`src/hdl/pods_pkg.sv`:
```
// ----------------------------------------------------------------------------
// pods_pkg: shared types and constants for the overlay dwell selector
// Overlay codes, stage codes and the request and result payload types.
// ----------------------------------------------------------------------------
package pods_pkg;

  localparam int unsigned TIME_W  = 48;
  localparam int unsigned DWELL_W = 16;
  localparam int unsigned CD_W    = 16;
  localparam int unsigned GAP_W   = DWELL_W + 4;

  localparam logic [7:0] STAGE_IN_MATCH   = 8'd4;
  localparam logic [7:0] STAGE_SETTLEMENT = 8'd5;

  localparam logic [1:0] FRESH_NEVER = 2'd0;
  localparam logic [1:0] FRESH_STALE = 2'd1;

  typedef enum logic [2:0] {
    OV_NONE       = 3'd0,
    OV_PREMATCH   = 3'd1,
    OV_PAUSED     = 3'd2,
    OV_ELIMINATED = 3'd3,
    OV_SETTLEMENT = 3'd4,
    OV_WAITING    = 3'd5,
    OV_LINKLOST   = 3'd6
  } overlay_t;

  typedef struct packed {
    logic [TIME_W-1:0] now_ms;
    logic [1:0]        freshness;
    logic              stage_known;
    logic [7:0]        stage_code;
    logic              health_known;
    logic [15:0]       own_health;
    logic              pause_flag;
    logic [CD_W-1:0]   countdown_in;
  } in_item_t;

  typedef struct packed {
    overlay_t        overlay;
    logic [CD_W-1:0] countdown_out;
  } out_item_t;

  // Decision request handed from the input stage to the dwell core.
  typedef struct packed {
    logic              valid;
    logic [TIME_W-1:0] now_ms;
    overlay_t          target;
    logic [CD_W-1:0]   countdown;
  } step_t;

endpackage

```
`src/hdl/pods_if.sv`:
```
// ----------------------------------------------------------------------------
// pods_in_if / pods_out_if: valid-ready channels of the selector
// One interface for requests and one for results, each with two modports.
// ----------------------------------------------------------------------------
interface pods_in_if;
  import pods_pkg::*;
  logic     valid;
  logic     ready;
  in_item_t data;
  modport source (output valid, output data, input ready);
  modport sink (input valid, input data, output ready);
endinterface

interface pods_out_if;
  import pods_pkg::*;
  logic      valid;
  logic      ready;
  out_item_t data;
  modport source (output valid, output data, input ready);
  modport sink (input valid, input data, output ready);
endinterface

```
`src/hdl/pods_target.sv`:
```
// ----------------------------------------------------------------------------
// pods_target: fixed-priority target overlay picker
// Maps one status snapshot to the overlay it asks for.
// ----------------------------------------------------------------------------
module pods_target (
  input  pods_pkg::in_item_t item,
  output pods_pkg::overlay_t target
);
  import pods_pkg::*;

  // Freshness code 3 falls through like fresh.
  always_comb begin
    if (item.freshness == FRESH_NEVER) begin
      target = OV_WAITING;
    end else if (item.freshness == FRESH_STALE) begin
      target = OV_LINKLOST;
    end else if (item.stage_known && item.stage_code == STAGE_SETTLEMENT) begin
      target = OV_SETTLEMENT;
    end else if (item.health_known && item.own_health == 16'd0) begin
      target = OV_ELIMINATED;
    end else if (item.pause_flag) begin
      target = OV_PAUSED;
    end else if (item.stage_known && item.stage_code < STAGE_IN_MATCH) begin
      target = OV_PREMATCH;
    end else begin
      target = OV_NONE;
    end
  end

endmodule

```
`src/hdl/pods_core.sv`:
```
// ----------------------------------------------------------------------------
// pods_core: dwell state, decision logic and result register
// Updates the shown overlay once per request and registers the result.
// ----------------------------------------------------------------------------
module pods_core (
  input  logic                          clk,
  input  logic                          rst_n,
  input  logic                          cfg_we,
  input  logic [pods_pkg::DWELL_W-1:0]  cfg_wdata,
  input  pods_pkg::step_t               step,
  output logic                          step_ready,
  pods_out_if.source                    out_ch
);
  import pods_pkg::*;

  logic [DWELL_W-1:0] dwell_r;
  overlay_t           shown_r, shown_nxt;
  logic               since_valid_r, since_valid_nxt;
  logic [TIME_W-1:0]  since_r, since_nxt;
  logic               last_valid_r;
  logic [TIME_W-1:0]  last_r;
  logic               out_valid_r;
  out_item_t          out_r, out_nxt;

  logic [TIME_W:0]    last_diff;
  logic [TIME_W:0]    since_diff;
  logic [TIME_W-1:0]  since_eff;
  logic [GAP_W-1:0]   gap_limit;
  logic               trusted;
  logic               gap;
  logic               done;
  logic               fire;

  assign step_ready = !out_valid_r || out_ch.ready;
  assign fire       = step.valid && step_ready;

  // Ten dwells as shift-and-add.
  assign gap_limit = {1'b0, dwell_r, 3'b000} + {3'b000, dwell_r, 1'b0};

  // The top bit of each difference is the borrow, set when time is below.
  assign last_diff = {1'b0, step.now_ms} - {1'b0, last_r};
  assign trusted   = !last_valid_r || !last_diff[TIME_W];
  assign gap       = last_valid_r && !last_diff[TIME_W] && (dwell_r != '0) &&
                     (last_diff[TIME_W-1:0] >= {{(TIME_W-GAP_W){1'b0}}, gap_limit});

  assign since_eff  = (gap && since_valid_r) ? step.now_ms : since_r;
  assign since_diff = {1'b0, step.now_ms} - {1'b0, since_eff};
  assign done       = !since_valid_r ||
                      (trusted && !since_diff[TIME_W] &&
                       since_diff[TIME_W-1:0] >=
                         {{(TIME_W-DWELL_W){1'b0}}, dwell_r});

  always_comb begin
    shown_nxt       = shown_r;
    since_valid_nxt = since_valid_r;
    since_nxt       = since_eff;
    out_nxt         = out_r;
    out_nxt.overlay = shown_r;
    if (step.target == shown_r) begin
      out_nxt.countdown_out = step.countdown;
    end else if (step.target > shown_r) begin
      shown_nxt             = step.target;
      since_valid_nxt       = 1'b1;
      since_nxt             = step.now_ms;
      out_nxt.countdown_out = step.countdown;
    end else if (done) begin
      shown_nxt             = step.target;
      out_nxt.countdown_out = step.countdown;
      if (step.target == OV_NONE) begin
        since_valid_nxt = 1'b0;
        since_nxt       = '0;
      end else begin
        since_valid_nxt = 1'b1;
        since_nxt       = step.now_ms;
      end
    end
    out_nxt.overlay = shown_nxt;
  end

  always_ff @(posedge clk) begin
    if (!rst_n) begin
      dwell_r       <= '0;
      shown_r       <= OV_NONE;
      since_valid_r <= 1'b0;
      since_r       <= '0;
      last_valid_r  <= 1'b0;
      last_r        <= '0;
      out_valid_r   <= 1'b0;
      out_r         <= '0;
    end else begin
      if (cfg_we) begin
        dwell_r <= cfg_wdata;
      end
      if (fire) begin
        shown_r       <= shown_nxt;
        since_valid_r <= since_valid_nxt;
        since_r       <= since_nxt;
        last_valid_r  <= 1'b1;
        last_r        <= step.now_ms;
        out_r         <= out_nxt;
        out_valid_r   <= 1'b1;
      end else if (out_ch.ready) begin
        out_valid_r <= 1'b0;
      end
    end
  end

  assign out_ch.valid = out_valid_r;
  assign out_ch.data  = out_r;

  // The result register always mirrors the shown overlay.
  a_out_mirrors_state: assert property (@(posedge clk) disable iff (!rst_n)
    out_r.overlay == shown_r)
    else $error("result overlay differs from shown overlay");

  // No overlay shown means no dwell timestamp is being tracked.
  a_none_no_since: assert property (@(posedge clk) disable iff (!rst_n)
    shown_r == OV_NONE |-> !since_valid_r)
    else $error("dwell timestamp valid while no overlay is shown");

  // An escalation always starts the dwell timer at the request time.
  a_escalation_stamps: assert property (@(posedge clk) disable iff (!rst_n)
    fire && step.target > shown_r |=> since_valid_r && since_r == $past(step.now_ms))
    else $error("escalation did not restart the dwell timer");

  // The shown overlay changes only when a request is taken.
  a_change_needs_fire: assert property (@(posedge clk) disable iff (!rst_n)
    !fire |=> $stable(shown_r))
    else $error("shown overlay changed without a request");

endmodule

```
`src/hdl/priority_overlay_dwell_selector_top.sv`:
```
// ----------------------------------------------------------------------------
// priority_overlay_dwell_selector_top: overlay selector with minimum dwell
// Input register, target picker and dwell core with its result register.
// ----------------------------------------------------------------------------
// Usage: status snapshots arrive on in_ch as valid-ready requests, one per
// rising edge at which valid and ready are both high. Each request yields
// exactly one result on out_ch: the overlay now shown and its countdown.
// The user must write the minimum dwell through cfg_we / cfg_wdata only
// while the block is idle; the block does not enforce this. It takes effect
// on the next request. A request passes through the input register, then the
// target pick and dwell decision run in a single pass into the result
// register. Throughput is one request per cycle while out_ch does not stall,
// since the dwell state is updated in a single step and each decision needs
// the state left by the one before.
// While out_ch stalls, the finished result waits in the result register and
// one more request is still taken into the input register; after that,
// in_ch.ready drops until the receiver takes the result.
// A synchronous active-low reset on rst_n clears the dwell to zero, shows no
// overlay, forgets all timestamps and empties both registers.
// ----------------------------------------------------------------------------
module priority_overlay_dwell_selector_top (
  input  logic                          clk,
  input  logic                          rst_n,
  input  logic                          cfg_we,
  input  logic [pods_pkg::DWELL_W-1:0]  cfg_wdata,
  pods_in_if.sink                       in_ch,
  pods_out_if.source                    out_ch
);
  import pods_pkg::*;

  // Input register: holds one request until the core takes it.
  logic     s1_valid_r;
  in_item_t s1_item_r;
  overlay_t s1_target;
  logic     core_ready;
  step_t    step;

  assign in_ch.ready = !s1_valid_r || core_ready;

  always_ff @(posedge clk) begin
    if (!rst_n) begin
      s1_valid_r <= 1'b0;
    end else if (in_ch.ready) begin
      s1_valid_r <= in_ch.valid;
    end
  end

  // The payload needs no reset; it is loaded with every accepted request.
  always_ff @(posedge clk) begin
    if (in_ch.valid && in_ch.ready) begin
      s1_item_r <= in_ch.data;
    end
  end

  pods_target u_target (
    .item   (s1_item_r),
    .target (s1_target)
  );

  // Bundle the decision request for the core.
  always_comb begin
    step.valid     = s1_valid_r;
    step.now_ms    = s1_item_r.now_ms;
    step.target    = s1_target;
    step.countdown = s1_item_r.countdown_in;
  end

  pods_core u_core (
    .clk        (clk),
    .rst_n      (rst_n),
    .cfg_we     (cfg_we),
    .cfg_wdata  (cfg_wdata),
    .step       (step),
    .step_ready (core_ready),
    .out_ch     (out_ch)
  );

endmodule

```
`src/flat_wrapper.sv`:
```
// flat-port wrapper written by rule: the top's interface ports become plain ports
module priority_overlay_dwell_selector_top_flat import pods_pkg::*;
  (clk, rst_n, cfg_we, cfg_wdata, in_ch_valid, in_ch_data, in_ch_ready, out_ch_valid, out_ch_data, out_ch_ready);
  pods_in_if in_ch_i ();
  pods_out_if out_ch_i ();
  input  logic clk;
  input  logic rst_n;
  input  logic cfg_we;
  input  logic [pods_pkg::DWELL_W-1:0] cfg_wdata;
  input wire logic [$bits(in_ch_i.valid)-1:0] in_ch_valid;
  input wire logic [$bits(in_ch_i.data)-1:0] in_ch_data;
  output wire logic [$bits(in_ch_i.ready)-1:0] in_ch_ready;
  output wire logic [$bits(out_ch_i.valid)-1:0] out_ch_valid;
  output wire logic [$bits(out_ch_i.data)-1:0] out_ch_data;
  input wire logic [$bits(out_ch_i.ready)-1:0] out_ch_ready;
  assign in_ch_i.valid = in_ch_valid;
  assign in_ch_i.data = in_ch_data;
  assign in_ch_ready = in_ch_i.ready;
  assign out_ch_valid = out_ch_i.valid;
  assign out_ch_data = out_ch_i.data;
  assign out_ch_i.ready = out_ch_ready;
  priority_overlay_dwell_selector_top u_core (.clk(clk), .rst_n(rst_n), .cfg_we(cfg_we), .cfg_wdata(cfg_wdata), .in_ch(in_ch_i), .out_ch(out_ch_i));
endmodule
```
`config.mk`:
```
export PLATFORM = sky130hd
export DESIGN_NAME = priority_overlay_dwell_selector_top_flat
export DESIGN_NICKNAME = d
export VERILOG_FILES = /design/src/hdl/pods_pkg.sv /design/src/hdl/pods_if.sv /design/src/hdl/pods_target.sv /design/src/hdl/pods_core.sv /design/src/hdl/priority_overlay_dwell_selector_top.sv /design/src/flat_wrapper.sv
export SDC_FILE = /design/constraint.sdc
export NUM_CORES = 1
export LEC_CHECK = 0
export ABC_AREA = 1
export BUFFER_PORTS_ARGS = -buffer_cell sky130_fd_sc_hd__buf_2
export CAP_MARGIN = 10
export CORE_MARGIN = 3
export CORE_UTILIZATION = 30
export CTS_CLUSTER_SIZE = 12
export DETAILED_ROUTE_END_ITERATION = 8
export GPL_ROUTABILITY_DRIVEN = 0
export MAX_ROUTING_LAYER = met4
export SLEW_MARGIN = 40
export SYNTH_ARGS = -nofsm -noshare
export SYNTH_HDL_FRONTEND = slang
export SYNTH_SLANG_ARGS = --single-unit
export TNS_END_PERCENT = 20
```
`constraint.sdc`:
```
create_clock -name clk -period 8.65 [get_ports clk]
set_input_delay 0 -clock clk [delete_from_list [all_inputs] [get_ports clk]]
set_output_delay 0 -clock clk [all_outputs]
set_load 0.005 [all_outputs]
```
# Yosys cells after proc, flatten, opt, wreduce, memory -nomap -nowiden
# Index checks and enable logic that the tools add are counted.
totals:
  regBits: 228
  output_inout_bits: 21
  input_bits: 114
  wordCells: 80
op_classes:
  bitwise: 1
  add_sub_neg: 3
  order_cmp: 4
  reduce_logical: 30
  n_mux: 22
  eq_ne: 3
op_table:
  columns: ["operator", "count"]
  rows:
  - ["$mux 48", 5]
  - ["$sub 48x48->49", 2]
  - ["$ge 48x16->1", 1]
  - ["$ge 48x20->1", 1]
  - ["$mux 16", 3]
  - ["$add 19x17->20", 1]
  - ["$mux 3", 6]
  - ["$logic_not 16->1", 1]
  - ["$reduce_bool 16->1", 1]
  - ["$logic_and 1x1->1", 11]
  - ["$eq 8x3->1 const B", 1]
  - ["$lt 8x3->1 const B", 1]
  - ["$logic_not 1->1", 6]
  - ["$mux 1", 6]
  - ["$logic_or 1x1->1", 4]
  - ["$mux 2", 2]
  - ["$reduce_bool 2->1", 2]
  - ["$eq 3x3->1", 1]
  - ["$gt 3x3->1", 1]
  - ["$logic_not 3->1", 1]
  - ["$reduce_and 3->1", 1]
  - ["$reduce_bool 3->1", 1]
  - ["$eq 2x1->1 const B", 1]
  - ["$logic_not 2->1", 1]
  - ["2 further kinds", 2]

# Longest topological paths before layout
logic_depth:
  depth_word: 15
  mapped_depth: 63
  depth_no_buf: 60

# By module
# Synthesis repeated with hierarchy kept, for this count alone.
hier_totals:
  hier_cells: 3119
  hier_area_um2: 19467.4
by_module_without_submodules:
  columns: ["module", "area_per_inst_um2", "cells_per_inst", "n_inst", "seq_area_each_um2"]
  rows:
  - ["pods_core", 16455.8, 2985, 1, 2682.6]
  - ["priority_overlay_dwell_selector_top", 2844.0, 100, 1, 2812.7]
  - ["pods_target", 167.7, 34, 1, 0.0]

# Worst setup path after synthesis
# Ideal clock, no wire load.
synth_path:
  kind: "flip-flop to flip-flop"
  startpoint: "register u_core.u_core.dwell_r[0]"
  endpoint: "register u_core.u_core.since_r[27]"
  t_arrival_ps: 7755
  setup_ps: 132
  path_stages_with_launch: 55
  n_path_buf: 5
  synth_period_minus_slack_ps: 7887
  slack_ps: 763
  required_ps: 8518
  cell_sequence: "dfxtp_1 -> ha_1 -> fa_1 -> a21oi_1 -> o21bai_1 -> a21oi_1 -> o21bai_1 -> a21oi_1 -> o21ai_0 -> a21oi_1 -> inv_1 -> a21oi_1 -> o21ai_0 -> nand3_1 -> nand2_1 -> xor2_1 -> ha_1 -> a21oi_1 -> [... 19 more ...] -> nand2_1 -> a21oi_1 -> a2111oi_0 -> nand3_1 -> nor2_1 -> nand3_1 -> nor2_1 -> nand3_1 -> nor2_1 -> nand3_1 -> nand2_2 -> buf_2 -> buf_4 -> nand3_1 -> nand3_1 -> nand2_1 -> nand2_1 -> a21oi_1"
synth_between:
  elab_chain_cells: 13
  elab_cells_between_ends: 16
  classes_between: "2 x add/sub; 2 x order compare; 4 x mux; 8 x reduce/logical"
synth_lines:
  columns: ["element", "line_no", "rtl"]
  rows:
  - ["start, declared", "pods_core.sv:16", "logic [DWELL_W-1:0] dwell_r;"]
  - ["start signal, assigned", "pods_core.sv:92", "dwell_r <= cfg_wdata;"]
  - ["parallel branches: the longest is 12 deep, another holds $sub 48x48->49", null, null]
  - ["$mux 48 *", "pods_core.sv:59", "if (step.target == shown_r) begin"]
  - ["end signal, assigned", "pods_core.sv:97", "since_r <= since_nxt;"]
  - ["end, declared", "pods_core.sv:19", "logic [TIME_W-1:0] since_r, since_nxt;"]
# Mark *: on every way between the ends.
# A chain may end at the register's enable or synchronous reset.

# Worst setup path in the final report
layout_path:
  startpoint: "register u_core.u_core.dwell_r[2]"
  endpoint: "register u_core.u_core.since_r[11]"
# The elaborated chain is that of the path after synthesis.

==> results.yml <==
run_status:
  status: "finished clean"
critical_path:
  crit_type: "register to register"
  worstPathMaxFanout: 24
  rr_startpoint: "u_core.u_core.dwell_r[2]$_SDFFE_PN0P_"
  slowest_stage: "fa_2"
  worst_setup_path_start_kind: "register"
  reg2reg_to: "u_core.u_core.since_r[11]$_SDFFE_PN0P_"
  worstPathRequired_ps: 9080
  endpoint_kind: "register"
  critPathTopFamily: "simple AND/OR/NAND/NOR gates"
  reg2reg_slack_ps: 450
  critPathArrivalTime_ps: 8630
  worst-path-buf-inv: 6
  r2r_cells: 58
  cpPeakStageDelay_ps: 420
  critPathMostFrequentCell: "nand3_1"
synthesis:
  ys_seq_area_share_pct: 27.93
  synthTopCellsByArea: "nand2_1, edfxtp_1, dfxtp_1"
  syn-num-nets: 3402
  syn_area_per_cell_um2: 6.248
  ys_seq_elements: 228
  yosysUniqueCellTypes: 51
  ys_warn_count: 0
  synth-main-ff-cell: "dfxtp_1"
  synth_top_cell_by_area: "nand2_1"
  synth_top_area_share_pct: 19.59
  async_flop_share_pct: 0
  syn_inst: 3149
  netlist_area_um2: 19680
  synth_edf_count: 93
sta:
  worst_slack_ps: 447.6
  period_minus_slack_ps: 8202
  max_slew_margin_pct: 48.27
  final.period_utilization_pct: 94.83
  setup_violations: 0
  holdWs_ps: 82.47
  fmax_mhz: 121.9
  worstMarginPinSlew_ps: 775.2
  fin_skew_ps: 35.17
  finalHoldViolCount: 0
  maxSlewViolCount: 0
pwr:
  powerDensity_nw_per_um2: 173.3
  power.total_mw: 4.140
  leakage_nw: 11.91
  ir_drop_v: 0.0001694
min_path:
  hold_path.class: "primary input to register"
  hp-start: "in_ch_valid"
  worstHoldPathCells: 3
  worstHoldEndpoint: "u_core.s1_item_r[89]$_DFFE_PP_"
cts:
  cts_buffer_depth: 3
  cts.clk_slew.worst_paths_ps: 60
  cts_sinks: 228
  htreeDepth: 1
  cts_root_buf: "clkbuf_16"
  insertion_delay_ps: 600
  cts_tree: "yes"
  cts_buffers: 30
final_layout:
  area_delta_synth_final_pct: 21.42
  fill_cells: 6942
  antenna_cells: 0
  post-route-util_pct: 36.93
  final_common_cell: "nand2_1"
  drive_gt1_share_pct: 10.13
  fin_nets: 3625
  multi_input_area_um2: 12050
  regArea_um2: 5503
  final_cell_mix: "nand2_1, inv_1, a21oi_1, nand3_1, nor2_1"
floorplanning:
  die_width_um: 262.1
  die_h_um: 262.1
  rows: 93
  core_area_um2: 64700
  ios: 135
  initial_core_util_pct: 30.41
  dieArea_um2: 68700
detailed_routing:
  wire_per_inst_um: 15.88
  vias_per_cell: 4.879
  ant_nets: 0
  route.detailed.drc: 0
  firstDrtPassIters: 5
  drtIter0Drc: 1622
  drt-total-wl_um: 67490
  vias: 20740
global_routing:
  grt_usage_pct: 19.31
  grt_remaining_overflow: 0
  grt_first_pass_wirelength_um: 103300
  grt_pass1_vias: 19490
  antenna_found_initial: 0
  grt_max_degree: 89
place:
  numPortBuffers: 134
  hpwl_um: 49030
  post-place-ws_ps: -36.09
run:
  maxCapViolations: 0
## cells in the mapped netlist, drive strengths merged, types with 2 or more instances
cell       n
mux2i     34
nand2   1041
dfxtp    135
o21a       7
a21oi    302
nor4      13
xor2      45
clkinv     8
nor2     227
nand4     35
nand3b     9
a31oi     13
nand3    251
buf       15
fa         3
ha       136
nor3      21
or2        2
and3       2
o21ai    122
clkbuf    76
edfxtp    93
inv      516
xnor2      9
a211oi     2
o21bai    19
a21o       4
## cell families after synthesis
| logic type | Yosys count | synth area share (%) |
|---|---|---|
| buf+inv | 615 | 12.05 |
| mux | 34 | 1.730 |
| fa+ha+maj | 139 | 8.953 |
| xor+xnor | 54 | 2.404 |
| compound gates | 475 | 12.88 |
| flops | 228 | 27.93 |
| simple gates | 1604 | 34.06 |
## power by group
group / total (mW) / switching (mW) / internal, mW / leakage [nW]
clock network: 1.40 / 0.537 / 0.862 / 0.536
logic: 1.48 / 0.942 / 0.534 / 9.36
registers: 1.27 / 0.0676 / 1.20 / 2.02
## flip-flops by register name, summed over array words and instances (netlist names)
| name | cells |
|---|---|
| u_core.s1_item_r | 93 |
| u_core.s1_valid_r | 1 |
| u_core.u_core.dwell_r | 16 |
| u_core.u_core.last_r | 48 |
| u_core.u_core.last_valid_r | 1 |
| u_core.u_core.out_ch.data | 19 |
| u_core.u_core.out_ch.valid | 1 |
| u_core.u_core.since_r | 48 |
| u_core.u_core.since_valid_r | 1 |
## metal layers
metal | up-vias | wire [um] | track usage, %
met1 | 9520 | 29340 | 23.76
met3 | 128 | 3330 | 1.908
met5 | - | 0 | -
met2 | 565 | 32720 | 33.30
met4 | 0 | 2099 | 6.034
li1 | 10530 | - | -
## worst max-delay path by stage
| stage | from | end | cells after the start |
|---|---|---|---|
| finish | u_core.u_core.dwell_r[2]$_SDFFE_PN0P_ | u_core.u_core.since_r[11]$_SDFFE_PN0P_ | 58 |
| global route | u_core.u_core.dwell_r[2]$_SDFFE_PN0P_ | u_core.u_core.out_ch.data[8]$_SDFFE_PN0P_ | 57 |
| CTS | u_core.u_core.dwell_r[0]$_SDFFE_PN0P_ | u_core.u_core.out_ch.data[15]$_SDFFE_PN0P_ | 57 |
| detailed placement | u_core.u_core.dwell_r[0]$_SDFFE_PN0P_ | u_core.u_core.since_r[3]$_SDFFE_PN0P_ | 58 |
| global placement | u_core.u_core.dwell_r[0]$_SDFFE_PN0P_ | u_core.u_core.since_r[39]$_SDFFE_PN0P_ | 58 |
| floorplan | u_core.u_core.dwell_r[0]$_SDFFE_PN0P_ | u_core.u_core.since_r[27]$_SDFFE_PN0P_ | 54 |
## worst min-delay path, stage by stage
cell and delay, ps:
buf_2 90, nand2_1 110, inv_4 220
## stage by stage
step	cells	area (um2)	setup TNS [ps]
finish	4251	23890	0
global route	4251	23890	-3603
CTS	4237	23440	0
detailed placement	4068	21200	-480.1
global placement	4068	21200	0
floorplan	3149	19680	0
## final cells by class
type / instances / share of cell area, %
Timing Repair Buffer: 282 / 9.222
Tap cell: 855 / 4.478
Inverter: 524 / 8.274
Clock inverter: 23 / 1.288
Clock buffer: 33 / 3.278
Sequential cell: 228 / 23.03
Multi-Input combinational cell: 2306 / 50.43
## timing repair
item | CTS | global route
setup buffers | 0 | 10
gates resized for setup | 4 | 72
endpoints found under the setup margin | 48 | 68
pin swaps | 0 | 32
hold buffers | 113 | 0
gates cloned | 0 | 5
hold endpoints to repair | 126 | 0
Power figures use the tool's default switching activity.
